## config.mk

```make
export PLATFORM = sky130hd
export DESIGN_NAME = power_thermal_mode_governor_flat
export DESIGN_NICKNAME = d
export VERILOG_FILES = /design/src/ptmg_pkg.sv /design/src/ptmg_if.sv /design/src/ptmg_cfg.sv /design/src/ptmg_classify.sv /design/src/ptmg_core.sv /design/src/power_thermal_mode_governor.sv /design/src/flat_wrapper.sv
export VERILOG_INCLUDE_DIRS = /design/src /design/src/src
export SDC_FILE = /design/constraint.sdc
export NUM_CORES = 1
export LEC_CHECK = 0
export ABC_AREA = 1
export BUFFER_PORTS_ARGS = -buffer_cell sky130_fd_sc_hd__buf_4
export CORE_UTILIZATION = 50
export CTS_CLUSTER_SIZE = 30
export DETAILED_ROUTE_END_ITERATION = 10
export PLACE_DENSITY = 0.77
export SKIP_CTS_REPAIR_TIMING = 1
export SLEW_MARGIN = 10
export SYNTH_ARGS = -nofsm -noshare
export SYNTH_HDL_FRONTEND = slang
export SYNTH_SLANG_ARGS = --single-unit
```

## constraint.sdc

```tcl
create_clock -name clk -period 9.6 [get_ports clk]
set_input_delay 0 -clock clk [delete_from_list [all_inputs] [get_ports clk]]
set_output_delay 0 -clock clk [all_outputs]
set_load 0.02 [all_outputs]
```

## src/power_thermal_mode_governor_assert.svh

```systemverilog
// ----------------------------------------------------------------------------
// Power thermal mode governor assertion macros
// Shared property shapes for the governor's concurrent checks.
// ----------------------------------------------------------------------------
`ifndef POWER_THERMAL_MODE_GOVERNOR_ASSERT_SVH
`define POWER_THERMAL_MODE_GOVERNOR_ASSERT_SVH

// Consequent must hold in the same cycle as the antecedent.
`define PTMG_ASSERT_NOW(label, ante, cons, msg) \
  label: assert property (@(posedge clk) disable iff (rst) (ante) |-> (cons)) \
    else $error(msg);

// Consequent must hold in the cycle after the antecedent.
`define PTMG_ASSERT_NEXT(label, ante, cons, msg) \
  label: assert property (@(posedge clk) disable iff (rst) (ante) |=> (cons)) \
    else $error(msg);

`endif

```

## src/ptmg_pkg.sv

```systemverilog
// ----------------------------------------------------------------------------
// Power thermal mode governor package
// Field widths, register indexes, reset values and shared types.
// ----------------------------------------------------------------------------
`default_nettype none

package ptmg_pkg;

  // Field widths.
  localparam int BATT_W     = 8;
  localparam int PCT_W      = 7;
  localparam int TEMP_W     = 16;
  localparam int TIME_W     = 32;
  localparam int CFG_IDX_W  = 3;
  localparam int CFG_DATA_W = 32;

  // Battery readings above a full charge are clipped to this.
  localparam logic [PCT_W-1:0] BATT_FULL_PCT = 7'd100;

  // Register reset values.
  localparam logic [PCT_W-1:0]         RST_ENTER_BATT = 7'd30;
  localparam logic signed [TEMP_W-1:0] RST_ENTER_TEMP = 16'sd650;
  localparam logic [PCT_W-1:0]         RST_LEAVE_BATT = 7'd40;
  localparam logic signed [TEMP_W-1:0] RST_LEAVE_TEMP = 16'sd550;
  localparam logic [TIME_W-1:0]        RST_HOLD_TIME  = 32'd120000;

  // Configuration register indexes.
  typedef enum logic [CFG_IDX_W-1:0] {
    REG_ENTER_BATT = 3'd0,
    REG_ENTER_TEMP = 3'd1,
    REG_LEAVE_BATT = 3'd2,
    REG_LEAVE_TEMP = 3'd3,
    REG_HOLD_TIME  = 3'd4
  } reg_index_t;

  // Operating mode.
  typedef enum logic {
    MODE_STANDARD   = 1'b0,
    MODE_EFFICIENCY = 1'b1
  } mode_t;

  // Current threshold settings.
  typedef struct packed {
    logic [PCT_W-1:0]         enter_eff_battery_pct;
    logic signed [TEMP_W-1:0] enter_eff_temp_dc;
    logic [PCT_W-1:0]         leave_eff_battery_pct;
    logic signed [TEMP_W-1:0] leave_eff_temp_dc;
    logic [TIME_W-1:0]        hold_time_ms;
  } cfg_t;

  // Classified sample handed from the input stage to the mode core.
  typedef struct packed {
    logic              low;
    logic              hot;
    logic              batt_rec;
    logic              temp_rec;
    logic [TIME_W-1:0] time_ms;
  } flags_t;

endpackage

`default_nettype wire

```

## src/ptmg_if.sv

```systemverilog
// ----------------------------------------------------------------------------
// Power thermal mode governor channels
// Valid/ready channels for samples, results and configuration writes.
// ----------------------------------------------------------------------------
`default_nettype none

// Telemetry sample channel.
interface ptmg_sample_if import ptmg_pkg::*; ();
  logic                     valid;
  logic                     ready;
  logic signed [BATT_W-1:0] battery_level;
  logic signed [TEMP_W-1:0] temperature_dc;
  logic                     temperature_ok;
  logic [TIME_W-1:0]        time_ms;

  modport source (output valid, output battery_level, output temperature_dc,
                  output temperature_ok, output time_ms, input ready);
  modport sink   (input valid, input battery_level, input temperature_dc,
                  input temperature_ok, input time_ms, output ready);
endinterface

// Mode result channel.
interface ptmg_result_if import ptmg_pkg::*; ();
  logic valid;
  logic ready;
  logic mode_out;
  logic switched;

  modport source (output valid, output mode_out, output switched, input ready);
  modport sink   (input valid, input mode_out, input switched, output ready);
endinterface

// Register write channel.
interface ptmg_cfg_if import ptmg_pkg::*; ();
  logic                  valid;
  logic                  ready;
  logic [CFG_IDX_W-1:0]  index;
  logic [CFG_DATA_W-1:0] data;

  modport source (output valid, output index, output data, input ready);
  modport sink   (input valid, input index, input data, output ready);
endinterface

`default_nettype wire

```

## src/ptmg_cfg.sv

```systemverilog
// ----------------------------------------------------------------------------
// Power thermal mode governor configuration registers
// Holds the thresholds and the hold time; writes to unknown indexes are dropped.
// ----------------------------------------------------------------------------
`default_nettype none

module ptmg_cfg import ptmg_pkg::*; (
  input  wire logic  clk,
  input  wire logic  rst,
  ptmg_cfg_if.sink   cfg,
  output cfg_t       regs
);

  // Writes are always taken.
  assign cfg.ready = 1'b1;

  // Register file.
  always_ff @(posedge clk) begin
    if (rst) begin
      regs.enter_eff_battery_pct <= RST_ENTER_BATT;
      regs.enter_eff_temp_dc     <= RST_ENTER_TEMP;
      regs.leave_eff_battery_pct <= RST_LEAVE_BATT;
      regs.leave_eff_temp_dc     <= RST_LEAVE_TEMP;
      regs.hold_time_ms          <= RST_HOLD_TIME;
    end else if (cfg.valid) begin
      case (reg_index_t'(cfg.index))
        REG_ENTER_BATT: regs.enter_eff_battery_pct <= cfg.data[PCT_W-1:0];
        REG_ENTER_TEMP: regs.enter_eff_temp_dc     <= cfg.data[TEMP_W-1:0];
        REG_LEAVE_BATT: regs.leave_eff_battery_pct <= cfg.data[PCT_W-1:0];
        REG_LEAVE_TEMP: regs.leave_eff_temp_dc     <= cfg.data[TEMP_W-1:0];
        REG_HOLD_TIME:  regs.hold_time_ms          <= cfg.data[TIME_W-1:0];
        default: ;
      endcase
    end
  end

endmodule

`default_nettype wire

```

## src/ptmg_classify.sv

```systemverilog
// ----------------------------------------------------------------------------
// Power thermal mode governor input stage
// Registers each sample as threshold flags plus its timestamp.
// ----------------------------------------------------------------------------
`default_nettype none

module ptmg_classify import ptmg_pkg::*; (
  input  wire logic   clk,
  input  wire logic   rst,
  ptmg_sample_if.sink sample,
  input  cfg_t        regs,
  input  wire logic   advance,
  output logic        flags_valid,
  output flags_t      flags
);

  logic             batt_known;
  logic [PCT_W-1:0] batt_sat;
  logic             temp_ok;
  flags_t           flags_next;

  // The stage takes a beat when empty or when its content moves on.
  assign sample.ready = !flags_valid || advance;

  // Clip the battery reading and compare against the thresholds.
  always_comb begin
    batt_known = !sample.battery_level[BATT_W-1];
    batt_sat   = (sample.battery_level[PCT_W-1:0] > BATT_FULL_PCT) ?
                 BATT_FULL_PCT : sample.battery_level[PCT_W-1:0];
    temp_ok    = sample.temperature_ok;

    flags_next.low      = batt_known && (batt_sat < regs.enter_eff_battery_pct);
    flags_next.batt_rec = batt_known && (batt_sat > regs.leave_eff_battery_pct);
    flags_next.hot      = temp_ok && (sample.temperature_dc > regs.enter_eff_temp_dc);
    flags_next.temp_rec = temp_ok && (sample.temperature_dc < regs.leave_eff_temp_dc);
    flags_next.time_ms  = sample.time_ms;
  end

  // Stage occupancy.
  always_ff @(posedge clk) begin
    if (rst) begin
      flags_valid <= 1'b0;
    end else if (sample.ready) begin
      flags_valid <= sample.valid;
    end
  end

  // Stage payload.
  always_ff @(posedge clk) begin
    if (sample.valid && sample.ready) begin
      flags <= flags_next;
    end
  end

endmodule

`default_nettype wire

```

## src/ptmg_core.sv

```systemverilog
// ----------------------------------------------------------------------------
// Power thermal mode governor mode core
// Applies the hysteresis and hold timer and registers the result beat.
// ----------------------------------------------------------------------------
`default_nettype none

`include "power_thermal_mode_governor_assert.svh"

module ptmg_core import ptmg_pkg::*; (
  input  wire logic     clk,
  input  wire logic     rst,
  input  cfg_t          regs,
  input  wire logic     flags_valid,
  input  flags_t        flags,
  output logic          advance,
  ptmg_result_if.source result
);

  mode_t             mode;
  mode_t             mode_next;
  logic              armed;
  logic              armed_next;
  logic [TIME_W-1:0] start_ms;
  logic [TIME_W-1:0] start_ms_next;
  logic [TIME_W-1:0] elapsed;
  logic              fire;
  logic              res_valid;
  logic              res_mode;
  logic              res_switched;

  // The result register frees up when empty or when its beat is taken.
  assign advance = !res_valid || result.ready;
  assign fire    = flags_valid && advance;

  assign result.valid    = res_valid;
  assign result.mode_out = res_mode;
  assign result.switched = res_switched;

  // Wrapping time since the recovery timer was armed.
  assign elapsed = flags.time_ms - start_ms;

  // Hysteresis decision.
  always_comb begin
    mode_next     = mode;
    armed_next    = armed;
    start_ms_next = start_ms;
    case (mode)
      MODE_STANDARD: begin
        armed_next = 1'b0;
        if (flags.low || flags.hot) begin
          mode_next = MODE_EFFICIENCY;
        end
      end
      MODE_EFFICIENCY: begin
        if (flags.batt_rec && flags.temp_rec) begin
          if (!armed) begin
            armed_next    = 1'b1;
            start_ms_next = flags.time_ms;
          end else if (elapsed >= regs.hold_time_ms) begin
            mode_next = MODE_STANDARD;
          end
        end else begin
          armed_next = 1'b0;
        end
      end
      default: begin
        mode_next = MODE_STANDARD;
      end
    endcase
  end

  // Governor state.
  always_ff @(posedge clk) begin
    if (rst) begin
      mode     <= MODE_STANDARD;
      armed    <= 1'b0;
      start_ms <= '0;
    end else if (fire) begin
      mode     <= mode_next;
      armed    <= armed_next;
      start_ms <= start_ms_next;
    end
  end

  // Result register occupancy.
  always_ff @(posedge clk) begin
    if (rst) begin
      res_valid <= 1'b0;
    end else if (advance) begin
      res_valid <= flags_valid;
    end
  end

  // Result register payload.
  always_ff @(posedge clk) begin
    if (fire) begin
      res_mode     <= mode_next;
      res_switched <= (mode_next != mode);
    end
  end

  // A sample seen in standard mode always leaves the timer disarmed.
  `PTMG_ASSERT_NEXT(a_std_disarms, fire && (mode == MODE_STANDARD), !armed,
                    "timer armed after a standard mode sample")
  // Without an armed timer an efficiency mode sample cannot switch.
  `PTMG_ASSERT_NEXT(a_no_switch_unarmed,
                    fire && (mode == MODE_EFFICIENCY) && !armed, !res_switched,
                    "switch to standard mode without an armed timer")
  // The result beat reports the mode that the state register now holds.
  `PTMG_ASSERT_NEXT(a_result_matches_state, fire,
                    res_valid && (res_mode == mode),
                    "result mode differs from governor state")

endmodule

`default_nettype wire

```

## src/power_thermal_mode_governor.sv

```systemverilog
// Path: a sample beat goes to the input register, then to the result register.
// Throughput: one sample per cycle while results are taken; input and result
// registers each take a new beat whenever the stage after them moves on.
// Reset (rst, synchronous): standard mode, timer disarmed, start time zero,
// thresholds at their defaults, both pipeline registers empty.
// ----------------------------------------------------------------------------
// Power thermal mode governor
// Dual-threshold hysteresis between standard and efficiency mode with a hold
// time before returning to standard mode.
// ----------------------------------------------------------------------------
`default_nettype none

module power_thermal_mode_governor import ptmg_pkg::*; (
  input  wire logic     clk,
  input  wire logic     rst,
  ptmg_sample_if.sink   sample,
  ptmg_cfg_if.sink      cfg,
  ptmg_result_if.source result
);

  cfg_t   regs;
  flags_t flags;
  logic   flags_valid;
  logic   advance;

  // Threshold registers.
  ptmg_cfg u_cfg (
    .clk  (clk),
    .rst  (rst),
    .cfg  (cfg),
    .regs (regs)
  );

  // Input register with threshold comparisons.
  ptmg_classify u_classify (
    .clk         (clk),
    .rst         (rst),
    .sample      (sample),
    .regs        (regs),
    .advance     (advance),
    .flags_valid (flags_valid),
    .flags       (flags)
  );

  // Mode state and result register.
  ptmg_core u_core (
    .clk         (clk),
    .rst         (rst),
    .regs        (regs),
    .flags_valid (flags_valid),
    .flags       (flags),
    .advance     (advance),
    .result      (result)
  );

endmodule

`default_nettype wire
```

## src/flat_wrapper.sv

```systemverilog
// flat-port wrapper written by rule: the top's interface ports become plain ports
module power_thermal_mode_governor_flat import ptmg_pkg::*;
  (clk, rst, sample_valid, sample_battery_level, sample_temperature_dc, sample_temperature_ok, sample_time_ms, sample_ready, cfg_valid, cfg_index, cfg_data, cfg_ready, result_valid, result_mode_out, result_switched, result_ready);
  ptmg_sample_if sample_i ();
  ptmg_cfg_if cfg_i ();
  ptmg_result_if result_i ();
  input  wire logic clk;
  input  wire logic rst;
  input wire logic [$bits(sample_i.valid)-1:0] sample_valid;
  input wire logic [$bits(sample_i.battery_level)-1:0] sample_battery_level;
  input wire logic [$bits(sample_i.temperature_dc)-1:0] sample_temperature_dc;
  input wire logic [$bits(sample_i.temperature_ok)-1:0] sample_temperature_ok;
  input wire logic [$bits(sample_i.time_ms)-1:0] sample_time_ms;
  output wire logic [$bits(sample_i.ready)-1:0] sample_ready;
  input wire logic [$bits(cfg_i.valid)-1:0] cfg_valid;
  input wire logic [$bits(cfg_i.index)-1:0] cfg_index;
  input wire logic [$bits(cfg_i.data)-1:0] cfg_data;
  output wire logic [$bits(cfg_i.ready)-1:0] cfg_ready;
  output wire logic [$bits(result_i.valid)-1:0] result_valid;
  output wire logic [$bits(result_i.mode_out)-1:0] result_mode_out;
  output wire logic [$bits(result_i.switched)-1:0] result_switched;
  input wire logic [$bits(result_i.ready)-1:0] result_ready;
  assign sample_i.valid = sample_valid;
  assign sample_i.battery_level = sample_battery_level;
  assign sample_i.temperature_dc = sample_temperature_dc;
  assign sample_i.temperature_ok = sample_temperature_ok;
  assign sample_i.time_ms = sample_time_ms;
  assign sample_ready = sample_i.ready;
  assign cfg_i.valid = cfg_valid;
  assign cfg_i.index = cfg_index;
  assign cfg_i.data = cfg_data;
  assign cfg_ready = cfg_i.ready;
  assign result_valid = result_i.valid;
  assign result_mode_out = result_i.mode_out;
  assign result_switched = result_i.switched;
  assign result_i.ready = result_ready;
  power_thermal_mode_governor u_core (.clk(clk), .rst(rst), .sample(sample_i), .cfg(cfg_i), .result(result_i));
endmodule
```

==> flow_summary.toml <==
[cts]
cts_buffers = 17
ctsHtreeMaxLevel = 4
clockRootBuffer = "clkbuf_16"
clkTransAtPathRegs_ns = 0.06
clkLatencyLatePin_ns = 0.44
cts_sinks = 152
clk_path_buf_depth = 2
cts_tree = "built"

[yosys]
yosysSeqAreaShare = 0.381
synth_top_area_frac = 0.254
syn_inst = 1145
synth-edff-count = 38
ys_types = 43
avgSynthCellArea_um2 = 7.85
yosysWarnings = 0
synth_area_um2 = 8980
ys_seq_elements = 152
yosysTopAreaCell = "dfxtp_1"
async_flop_share = 0
synthFlopType = "dfxtp_1"
synth_area_leaders = "dfxtp_1 25%, ha_1 15%, edfxtp_1 13%"
synth_nets = 1350

[layout]
area_growth_pct = 25.0
fin_nets = 1514
multi_input_area_um2 = 4720
final_util = 0.645
fillers = 1457
drive_above_1_share = 0.123
n_antenna_cell = 0
final-seq-area_um2 = 3420

[flow_run]
cap_violations = 0

[place]
dp.final_hpwl_mm = 15.9
placement.io_buffers = 100
place_ws_ns = 6.27
routabilityCongestion = 0.930

[die]
rows = 48
die_w_um = 136
core_um2 = 17400
ioPinCount = 102
start_util = 0.516
die_h_um = 136
die-area_um2 = 18500

[worst_setup_path]
path_class = "register to register"
critPathRequiredTime_ns = 9.78
critPathMaxFanout = 6
cp-end-kind = "register"
cp-start-kind = "register"
r2r_slack_ns = 6.25
critPathArrivalTime_ns = 3.53

[power]
peakVddDrop_mv = 0.129
pwr_density_cell_nw_per_um2 = 147
power_leakage_uw = 0.00497
power.total_uw = 1660
swShare = 0.280
seqPwrFrac = 0.417
netSwitchingPower_uw = 463
power.combinational.fraction = 0.181
p_int_uw = 1190
clock_power_share = 0.402

[global_route]
grt_max_degree = 92
grt_pass1_vias = 7237
antenna_found_initial = 0
grt-ovfl-total = 0
grt_usage = 0.239
grt_pass1_wl_mm = 34.8

[routing]
ant_nets = 0
drc = 0
drtIter0Drc = 555
wirelength_mm = 22.2
viasPerCell = 5.23
post_drt_wl_per_cell_um = 14.3
vias = 8090
first_pass_iters = 5

[timing]
finClkSkew_ns = 0.0110
timing.hold.ws_ns = 0.0461
grt_setup_unrepaired = "false"
fin_crit_sh = 0.349
worstMarginPinSlew_ns = 0.915
setup_tns_ns = 0
fin_crit_ns = 3.35
finalSetupViolCount = 0
drv_slew = 0
max_slew_margin = 0.390
setup_ws_ns = 6.25
hold_violations = 0
fmax_ghz = 0.299

[outcome]
outcome = "completed"

[min_path]
min-delay-path-class = "input port to register"
-- through the flow --
step | std cells | instance area (um^2)
after floorplan | 1145 | 8980
after global placement | 1442 | 9910
after detailed placement | 1442 | 9910
after CTS | 1474 | 10500
after global routing | 1547 | 11200
final | 1547 | 11200
-- sequential cells by signal, summed over array words and instances, names as in the netlist --
| signal | cells |
|---|---|
| u_core.u_classify.flags | 36 |
| u_core.u_core.start_ms | 32 |
| u_core.u_core.mode | 1 |
| u_core.u_core.result.valid | 1 |
| u_core.u_core.armed | 1 |
| u_core.u_classify.flags_valid | 1 |
| u_core.u_core.result.mode_out | 1 |
| u_core.u_cfg.regs | 78 |
| u_core.u_core.result.switched | 1 |
-- worst max-delay path, cell delays in order (launching register included) --
cell and delay (ns):
edfxtp_1 0.41, ha_1 0.46, nand2_2 0.11, nor2_1 0.16
inv_1 0.07, nor2_1 0.25, o21ai_0 0.17, nand3b_1 0.14
xor2_1 0.28, ha_1 0.30, a21oi_1 0.19, o21a_1 0.14
nand2_1 0.04, a21oi_1 0.12, nand3_1 0.10, nand2_1 0.08
o21ai_0 0.07
-- cell type report --
cell class              count  area share
clock buffers              22      0.0451
clock inverters            10     0.00702
inverters                 190      0.0635
multi-input cells         772       0.420
flip-flops and latches    152       0.305
well taps                 225      0.0251
repair buffers            176       0.134
-- power by group through the flow --
stage          Sequential, uW  Combinational, uW  Clock [uW]
6_report                  691                300         665
5_1_grt                   692                340         699
4_1_cts                   690                273         671
3_5_place_dp              704                271           0
3_3_place_gp              704                265           0
2_1_floorplan             702                181           0
-- logic make-up after synthesis --
family,after synthesis,share of synthesized area
flip-flops,152,0.381
buffers and inverters,221,0.0937
AO/OA/AOI/OAI,324,0.196
AND/OR/NAND/NOR,312,0.152
XOR/XNOR,27,0.0263
adder cells (fa/ha/maj),108,0.151
other,1,0.000417
-- synthesized netlist by cell type (2+ instances only) --
| master | n |
|---|---|
| nand2_1 | 174 |
| o21bai_1 | 2 |
| ha_1 | 107 |
| o21ai_0 | 118 |
| a21boi_0 | 2 |
| xor2_1 | 22 |
| nor4_4 | 2 |
| a21oi_2 | 2 |
| a21o_1 | 6 |
| clkbuf_1 | 23 |
| nand3_2 | 2 |
| nor2_4 | 3 |
| o211ai_1 | 19 |
| nand2_2 | 8 |
| nor3_1 | 9 |
| o21ai_1 | 4 |
| nor2_1 | 67 |
| a21oi_1 | 156 |
| inv_1 | 188 |
| o21a_1 | 5 |
| inv_2 | 2 |
| buf_2 | 7 |
| a31oi_1 | 3 |
| nand4_1 | 10 |
| nand3b_1 | 2 |
| edfxtp_1 | 38 |
| nor2_2 | 3 |
| a211oi_1 | 2 |
| dfxtp_1 | 114 |
| xnor2_1 | 5 |
| nand3_1 | 28 |
-- cells in the final DEF, fill, tap and decap left out, types with 3 or more instances in the layout --
master           n
o21ai_0        118
nor2_2           3
a21oi_1        156
dfxtp_1        114
inv_2            3
clkbuf_16       19
a21o_1           6
nand2_1        174
o21ai_1          4
nor2_4           3
ha_1           107
o21a_1           5
dlygate4sd3_1   73
nand4_1         10
nand2_2          8
o211ai_1        19
nor2_1          67
nand3_1         28
inv_6            5
nor3_1           9
edfxtp_1        38
xnor2_1          5
buf_4          103
xor2_1          22
inv_1          187
a31oi_1          3
-- layer usage --
layer / wire length, um / part of all wire / global-route usage
met5: 0 / 0 / 0
met4: 412 / 0.019 / 0.0815
met3: 1270 / 0.057 / 0.0395
met2: 9890 / 0.45 / 0.370
met1: 10600 / 0.48 / 0.337
-- worst paths after layout --
kind	cells past startpoint	from	end
worst max-delay path	16	u_core.u_classify.flags[17]	u_core.u_core.result.switched
worst min-delay path	5	cfg_index[2]	u_core.u_cfg.regs[51]
worst max register to register	16	u_core.u_classify.flags[17]	u_core.u_core.result.switched
worst min register to register	2	u_core.u_cfg.regs[32]	u_core.u_cfg.regs[32]
Note: power is estimated with default switching activity, not from simulation.
